**src/rtl/pdoib_pkg.sv**
```systemverilog
// Shared types, codes and the threshold function for the PWM duty arbiter.
package pdoib_pkg;

  localparam int unsigned CHANNEL_W = 3;
  localparam int unsigned DUTY_W    = 16;
  localparam int unsigned DELAY_W   = 8;
  localparam int unsigned PCT_W     = 7;
  localparam int unsigned THR_W     = 9;
  localparam int unsigned CMD_W     = 2;
  localparam int unsigned ACT_W     = 2;

  localparam int unsigned CHANNELS_DEFAULT = 8;

  localparam logic [CMD_W-1:0] CMD_SET_DUTY = 2'd0;
  localparam logic [CMD_W-1:0] CMD_SET_OVR  = 2'd1;
  localparam logic [CMD_W-1:0] CMD_CLR_OVR  = 2'd2;

  localparam logic [ACT_W-1:0] ACT_NONE    = 2'd0;
  localparam logic [ACT_W-1:0] ACT_DISABLE = 2'd1;
  localparam logic [ACT_W-1:0] ACT_ENABLE  = 2'd2;

  localparam logic [PCT_W-1:0] PCT_MAX = 7'd100;
  // floor(x/25) == (x*5243)>>17 for every x below 43690
  localparam logic [12:0] RECIP_25 = 13'd5243;

  typedef struct packed {
    logic [CMD_W-1:0]     command;
    logic [CHANNEL_W-1:0] channel;
    logic [DUTY_W-1:0]    duty;
    logic                 fault_override_en;
    logic [DUTY_W-1:0]    fault_override_duty;
    logic                 voltage_override_en;
    logic [DUTY_W-1:0]    voltage_override_duty;
    logic [DELAY_W-1:0]   inrush_delay;
    logic [PCT_W-1:0]     threshold_pct;
  } item_t;

  typedef struct packed {
    logic [DUTY_W-1:0]  last_duty;
    logic [DELAY_W-1:0] inrush_count;
    logic               ovr_on;
    logic [DUTY_W-1:0]  ovr_value;
  } chan_state_t;

  typedef struct packed {
    logic [DUTY_W-1:0] duty_out;
    logic [ACT_W-1:0]  diag_action;
  } result_t;

  // min(pct,100)*256/100, as pct*64/25 via reciprocal multiply
  function automatic logic [THR_W-1:0] threshold_of(input logic [PCT_W-1:0] pct);
    logic [PCT_W-1:0] p;
    logic [12:0]      x;
    logic [25:0]      prod;
    p    = (pct > PCT_MAX) ? PCT_MAX : pct;
    x    = {p, 6'b0};
    prod = 26'(x) * 26'(RECIP_25);
    return prod[25:17];
  endfunction

endpackage

```
**src/rtl/pdoib_decide.sv**
```systemverilog
// Duty arbitration and inrush blanking decision for one word.
module pdoib_decide import pdoib_pkg::*; #(
  parameter int unsigned DEPTH = CHANNELS_DEFAULT
) (
  input  item_t       item_i,
  input  chan_state_t cur_i,
  output result_t     res_o,
  output logic        wr_en_o,
  output chan_state_t nxt_o
);

  logic              in_range;
  logic [THR_W-1:0]  thr;
  logic [DUTY_W-1:0] thr_ext;
  logic [DUTY_W-1:0] sel;

  assign in_range = {1'b0, item_i.channel} < (CHANNEL_W+1)'(DEPTH);
  assign thr      = threshold_of(item_i.threshold_pct);
  assign thr_ext  = DUTY_W'(thr);

  always_comb begin
    if (item_i.fault_override_en) begin
      sel = item_i.fault_override_duty;
    end else if (item_i.voltage_override_en) begin
      sel = item_i.voltage_override_duty;
    end else if (cur_i.ovr_on) begin
      sel = cur_i.ovr_value;
    end else begin
      sel = item_i.duty;
    end
  end

  always_comb begin
    res_o   = '0;
    wr_en_o = 1'b0;
    nxt_o   = cur_i;
    if (in_range) begin
      case (item_i.command)
        CMD_SET_OVR: begin
          wr_en_o         = 1'b1;
          nxt_o.ovr_on    = 1'b1;
          nxt_o.ovr_value = item_i.duty;
        end
        CMD_CLR_OVR: begin
          wr_en_o      = 1'b1;
          nxt_o.ovr_on = 1'b0;
        end
        CMD_SET_DUTY: begin
          wr_en_o         = 1'b1;
          nxt_o.last_duty = sel;
          res_o.duty_out  = sel;
          if (sel == '0) begin
            nxt_o.inrush_count = '0;
          end else if (item_i.inrush_delay == '0) begin
            res_o.diag_action  = ACT_ENABLE;
            nxt_o.inrush_count = '0;
          end else if (sel >= thr_ext) begin
            if (cur_i.last_duty < thr_ext) begin
              // just crossed the threshold: restart blanking
              res_o.diag_action  = ACT_DISABLE;
              nxt_o.inrush_count = '0;
            end else if (cur_i.inrush_count < item_i.inrush_delay) begin
              nxt_o.inrush_count = cur_i.inrush_count + 1'b1;
            end else begin
              res_o.diag_action = ACT_ENABLE;
            end
          end else begin
            res_o.diag_action  = ACT_DISABLE;
            nxt_o.inrush_count = '0;
          end
        end
        default: begin
          wr_en_o = 1'b0;
        end
      endcase
    end
  end

endmodule

```
**src/rtl/pdoib_chan_state.sv**
```systemverilog
// Per-channel state registers: last duty, inrush count, stored override.
module pdoib_chan_state import pdoib_pkg::*; #(
  parameter int unsigned DEPTH = CHANNELS_DEFAULT
) (
  input  logic                 clk_i,
  input  logic                 rst_ni,
  input  logic [CHANNEL_W-1:0] channel_i,
  output chan_state_t          rd_state_o,
  input  logic                 wr_en_i,
  input  chan_state_t          wr_state_i
);

  chan_state_t st_q [DEPTH];

  always_comb begin
    rd_state_o = '0;
    for (int i = 0; i < DEPTH; i++) begin
      if (channel_i == CHANNEL_W'(i)) begin
        rd_state_o = st_q[i];
      end
    end
  end

  always_ff @(posedge clk_i or negedge rst_ni) begin
    if (!rst_ni) begin
      for (int i = 0; i < DEPTH; i++) begin
        st_q[i] <= '0;
      end
    end else begin
      for (int i = 0; i < DEPTH; i++) begin
        if (wr_en_i && channel_i == CHANNEL_W'(i)) begin
          st_q[i] <= wr_state_i;
        end
      end
    end
  end

endmodule

```
**src/rtl/pwm_duty_override_inrush_blanking.sv**
```systemverilog
// PWM duty arbiter with inrush diagnostic blanking: top level.
//
// Input channel: one word per command (set duty, set or clear the stored
// diagnostic override of a channel), with the intercept enables and duties
// and the channel's blanking delay and threshold percentage. Output channel:
// one word per input word, the selected duty and the diagnostic action.
// Both channels move a word on a clock edge with valid high and stall low.
//
// The path is an input register, then the arbitration and blanking logic, then
// the result register, which holds the result word for the receiver. One word
// is taken every cycle while the receiver does not stall the result register;
// the per-channel state is read and written in the same cycle so back-to-back
// words to one channel see each other's updates.
//
// Reset clears all per-channel state (last duty, inrush count, override) and
// both valid flags. When the receiver stalls, the result register holds; the
// input register still loads while it is empty or while the result register
// can take its word, and otherwise in_stall_o rises in the same cycle.
module pwm_duty_override_inrush_blanking import pdoib_pkg::*; #(
  parameter int unsigned CHANNELS = CHANNELS_DEFAULT
) (
  input  logic                 clk_i,
  input  logic                 rst_ni,
  input  logic                 in_valid_i,
  output logic                 in_stall_o,
  input  logic [CMD_W-1:0]     command_i,
  input  logic [CHANNEL_W-1:0] channel_i,
  input  logic [DUTY_W-1:0]    duty_i,
  input  logic                 fault_override_en_i,
  input  logic [DUTY_W-1:0]    fault_override_duty_i,
  input  logic                 voltage_override_en_i,
  input  logic [DUTY_W-1:0]    voltage_override_duty_i,
  input  logic [DELAY_W-1:0]   inrush_delay_i,
  input  logic [PCT_W-1:0]     threshold_pct_i,
  output logic                 out_valid_o,
  input  logic                 out_stall_i,
  output logic [DUTY_W-1:0]    duty_out_o,
  output logic [ACT_W-1:0]     diag_action_o
);

  // only channel codes below both CHANNELS and the field range can be hit
  localparam int unsigned DEPTH =
    (CHANNELS < (1 << CHANNEL_W)) ? CHANNELS : (1 << CHANNEL_W);

  logic        s1_valid_q, s1_valid_d;
  item_t       s1_item_q;
  logic        res_valid_q, res_valid_d;
  result_t     res_q;
  logic        res_ready;
  logic        adv;
  logic        in_acc;
  chan_state_t cur_state;
  chan_state_t nxt_state;
  logic        wr_en;
  result_t     res_d;

  assign res_ready  = !res_valid_q || !out_stall_i;
  assign adv        = s1_valid_q && res_ready;
  assign in_stall_o = s1_valid_q && !res_ready;
  assign in_acc     = in_valid_i && !in_stall_o;

  assign s1_valid_d  = in_acc || (s1_valid_q && !res_ready);
  assign res_valid_d = adv || (res_valid_q && out_stall_i);

  always_ff @(posedge clk_i or negedge rst_ni) begin
    if (!rst_ni) begin
      s1_valid_q  <= 1'b0;
      res_valid_q <= 1'b0;
    end else begin
      s1_valid_q  <= s1_valid_d;
      res_valid_q <= res_valid_d;
    end
  end

  always_ff @(posedge clk_i) begin
    if (in_acc) begin
      s1_item_q.command               <= command_i;
      s1_item_q.channel               <= channel_i;
      s1_item_q.duty                  <= duty_i;
      s1_item_q.fault_override_en     <= fault_override_en_i;
      s1_item_q.fault_override_duty   <= fault_override_duty_i;
      s1_item_q.voltage_override_en   <= voltage_override_en_i;
      s1_item_q.voltage_override_duty <= voltage_override_duty_i;
      s1_item_q.inrush_delay          <= inrush_delay_i;
      s1_item_q.threshold_pct         <= threshold_pct_i;
    end
    if (adv) begin
      res_q <= res_d;
    end
  end

  pdoib_chan_state #(
    .DEPTH (DEPTH)
  ) u_state (
    .clk_i      (clk_i),
    .rst_ni     (rst_ni),
    .channel_i  (s1_item_q.channel),
    .rd_state_o (cur_state),
    .wr_en_i    (wr_en && adv),
    .wr_state_i (nxt_state)
  );

  pdoib_decide #(
    .DEPTH (DEPTH)
  ) u_decide (
    .item_i  (s1_item_q),
    .cur_i   (cur_state),
    .res_o   (res_d),
    .wr_en_o (wr_en),
    .nxt_o   (nxt_state)
  );

  assign out_valid_o   = res_valid_q;
  assign duty_out_o    = res_q.duty_out;
  assign diag_action_o = res_q.diag_action;

  a_stall_backpressure: assert property (@(posedge clk_i) disable iff (!rst_ni)
    in_stall_o |-> (out_valid_o && out_stall_i))
    else $error("input stalled without output backpressure");

  a_ovr_cmd_zero: assert property (@(posedge clk_i) disable iff (!rst_ni)
    (adv && s1_item_q.command != CMD_SET_DUTY) |=>
      (out_valid_o && duty_out_o == '0 && diag_action_o == ACT_NONE))
    else $error("non set-duty word gave a nonzero result");

  a_zero_duty_no_action: assert property (@(posedge clk_i) disable iff (!rst_ni)
    (out_valid_o && duty_out_o == '0) |-> (diag_action_o == ACT_NONE))
    else $error("zero duty with a diagnostic action");

  a_action_code: assert property (@(posedge clk_i) disable iff (!rst_ni)
    out_valid_o |-> (diag_action_o == ACT_NONE || diag_action_o == ACT_DISABLE ||
                     diag_action_o == ACT_ENABLE))
    else $error("bad diagnostic action code");

endmodule

```
**config.mk**
```make
export PLATFORM = sky130hd
export DESIGN_NAME = pwm_duty_override_inrush_blanking
export DESIGN_NICKNAME = d
export VERILOG_FILES = /design/src/rtl/pdoib_pkg.sv /design/src/rtl/pdoib_decide.sv /design/src/rtl/pdoib_chan_state.sv /design/src/rtl/pwm_duty_override_inrush_blanking.sv
export SDC_FILE = /design/constraint.sdc
export NUM_CORES = 1
export LEC_CHECK = 0
export BUFFER_PORTS_ARGS = -buffer_cell sky130_fd_sc_hd__buf_2
export CAP_MARGIN = 10
export CORE_MARGIN = 2
export CORE_UTILIZATION = 35
export DETAILED_ROUTE_END_ITERATION = 10
export SLEW_MARGIN = 20
export SYNTH_ARGS = -nofsm -noshare
export SYNTH_HDL_FRONTEND = slang
export SYNTH_SLANG_ARGS = --single-unit
```
**constraint.sdc**
```tcl
create_clock -name clk_i -period 15.04 [get_ports clk_i]
set_clock_uncertainty 0.15 [all_clocks]
set_input_delay 3.008 -clock clk_i [delete_from_list [all_inputs] [get_ports clk_i]]
set_output_delay 3.008 -clock clk_i [all_outputs]
set_load 0.1 [all_outputs]
```
==> flow_summary.yaml <==
status:
  status: "finished clean"
job:
  max_cap_viol_count: 0
floorplan:
  std_cell_rows: 89
  core_um2: 59020
  ioPinCount: 94
  chipHeight_um: 248.5
  initial_utilization: 0.3545
  die_area_um2: 61750
  die_width_um: 248.5
layout:
  layout-drive-gt1-share: 0.1330
  stdcell_count: 3014
  fin_nets: 2371
  num_antenna_cells: 0
  area_growth_syn_to_layout_pct: 13.28
  n_fill_cell: 5717
synthesis:
  yosysWarnings: 0
  synth_ff_type: "dfrtp_1"
  seq_area_frac_synth: 0.5210
  synth-edff-count: 88
  syn_nets: 2321
  synth_top_area_share: 0.3947
  yosysTopAreaCell: "dfrtp_1"
  netlist_area_um2: 20920
  synth_cell_type_count: 86
  synthTopCellsByCount: "nand2_1 (561), dfrtp_1 (330), o21ai_0 (189)"
  synth_seq_cells: 418
  synth_top_cells_by_area: "dfrtp_1 (39%), edfxtp_1 (13%), nand2_1 (10%)"
  yosys.cell_count.top_type: "nand2_1"
  synthArstFlopShare: 0.7895
  syn_inst: 2155
  synth_area_per_cell_um2: 9.709
grt:
  grt_pass1_wl_um: 97490
  grt-ovfl-total: 0
  grt_max_degree: 121
  antenna_found_initial: 0
  grt_pass1_vias: 16260
  grt_use_total: 0.2019
worst_setup_path:
  startpoint_type: "register"
  path_buf_inv: 2
  setup.worst_path.class: "register to register"
  worst_setup_path_end_kind: "register"
  cp_max_fo: 24
  crit_family: "compound AO/OA/AOI/OAI gates"
  crit_slowest_cell: "a21oi_2"
  worstPathArrival_ps: 9060
  crit_required_ps: 15310
  cp_slowest_stage_delay_ps: 820
sta:
  rsz0062_at_grt: "no"
  fmax_ghz: 0.1138
  report.final.slew_viol_count: 0
  finalSetupViolCount: 0
  whs_ps: 318.4
  maxSlewHeadroom: 0.2991
  final.min_clock_period_ps: 8789
  fin_crit_sh: 0.5844
  tightest_slew_ps: 1051
  hold_violations: 0
  finalSetupTns_ps: 0
clock_network:
  cts_buffers: 46
  postCtsSetupRepairBufs: 0
  clock-root-buffer: "clkbuf_16"
  cts_tree: "yes"
  hold_buffers: 0
  clk_path_buf_depth: 3
  cts_resized: 0
  clk_latency_ps: 610
  cts.htree.levels: 2
  path_clk_slew_ps: 60
  cts_sinks: 418
pwr:
  power_density_nw_per_um2: 159.7
  p_total_uw: 3784
  power_leakage_uw: 0.01080
  max-vdd-ir-drop_v: 0.0001090
hold_path:
  min-delay-path-class: "register to register"
detailed_routing:
  wl_per_cell_um: 20.81
  wl_um: 62710
  dr.pass1.iters: 6
  drt-initial-drc-count: 1414
  route.detailed.drc: 0
  avgViaCountPerCell: 5.427
  dr_total_vias: 16360
  ant_nets: 0
placement:
  dp_hpwl_um: 40480
  numPortBuffers: 93
  place.gp.congestion: 0.8625
  dp.cells: 2930
routing by layer:
layer | vias to the layer above | routed length (um) | GRT usage
met5 | - | 0 | 0
met4 | 0 | 1948 | 0.07066
met3 | 123 | 4268 | 0.03538
met2 | 560 | 29190 | 0.3252
met1 | 8101 | 27310 | 0.2739
li1 | 7572 | - | -
worst min-delay path: stages, from the launching register on:
cell	delay, ps
dfrtp_1	330
nand2_1	50
nand2_1	50
power by group:
part           leakage, uW  internal (uW)  switching [uW]
Clock             0.000752            671             473
Combinational      0.00498            401             621
Sequential         0.00506           1460             157
per-stage QoR:
step / worst slack (ps) / cell area [um^2] / util
after floorplan: 7853 / 20920 / -
after global placement: 6585 / 22160 / 0.3755
after detailed placement: 6263 / 22170 / 0.3756
after CTS: 6214 / 23700 / 0.4015
after global routing: 5518 / 23700 / 0.4016
final: 6251 / 23700 / 0.4016
path summary, 6_finish.rpt:
| kind | cells past startpoint | slack [ps] | start | endpoint |
|---|---|---|---|---|
| setup / recovery | 27 | 6250 | s1_item_q[3]$_DFFE_PP_ | u_state.st_q[58]$_DFFE_PN0P_ |
| hold / removal | 2 | 320 | u_state.st_q[233]$_DFFE_PN0P_ | u_state.st_q[233]$_DFFE_PN0P_ |
| setup reg to reg | 27 | 6250 | s1_item_q[3]$_DFFE_PP_ | u_state.st_q[58]$_DFFE_PN0P_ |
| hold reg to reg | 2 | 320 | u_state.st_q[233]$_DFFE_PN0P_ | u_state.st_q[233]$_DFFE_PN0P_ |
| max in group asynchronous | 2 | 10910 | rst_ni | u_state.st_q[256]$_DFFE_PN0P_ |
| min in group asynchronous | 1 | 2320 | rst_ni | u_state.st_q[183]$_DFFE_PN0P_ |
layout make-up:
class,instances,area (um^2),share of cell area
sequential,418,10900,0.4599
multi-input combinational,1541,9259,0.3907
clock buffer,68,1338,0.05644
tap,773,967.2,0.04081
timing repair buffer,135,807.0,0.03405
inverter,63,236.5,0.009978
clock inverter,16,192.7,0.008130
flip-flops by register name, indices dropped and copies added (netlist names):
signal,flops
u_state.st_q,328
s1_item_q,70
duty_out_o,16
diag_action_o,2
out_valid_o,1
s1_valid_q,1
logic make-up after synthesis:
logic type / Yosys count / synth area share
flops: 418 / 0.5210
xor+xnor: 11 / 0.004964
simple gates: 826 / 0.1648
mux: 102 / 0.05717
compound gates: 508 / 0.1508
buf+inv: 196 / 0.03923
fa+ha+maj: 94 / 0.06213
layout by cell type, fill, tap and decap left out, drive strengths merged, types with 52 or more instances in the layout:
cell type,n
o21ai,216
ha,75
inv,62
buf,135
dfrtp,330
nand2,561
a21oi,92
clkbuf,68
edfxtp,88
nor2,141
mux2i,52
No activity file was read; power rests on OpenSTA's default activity.
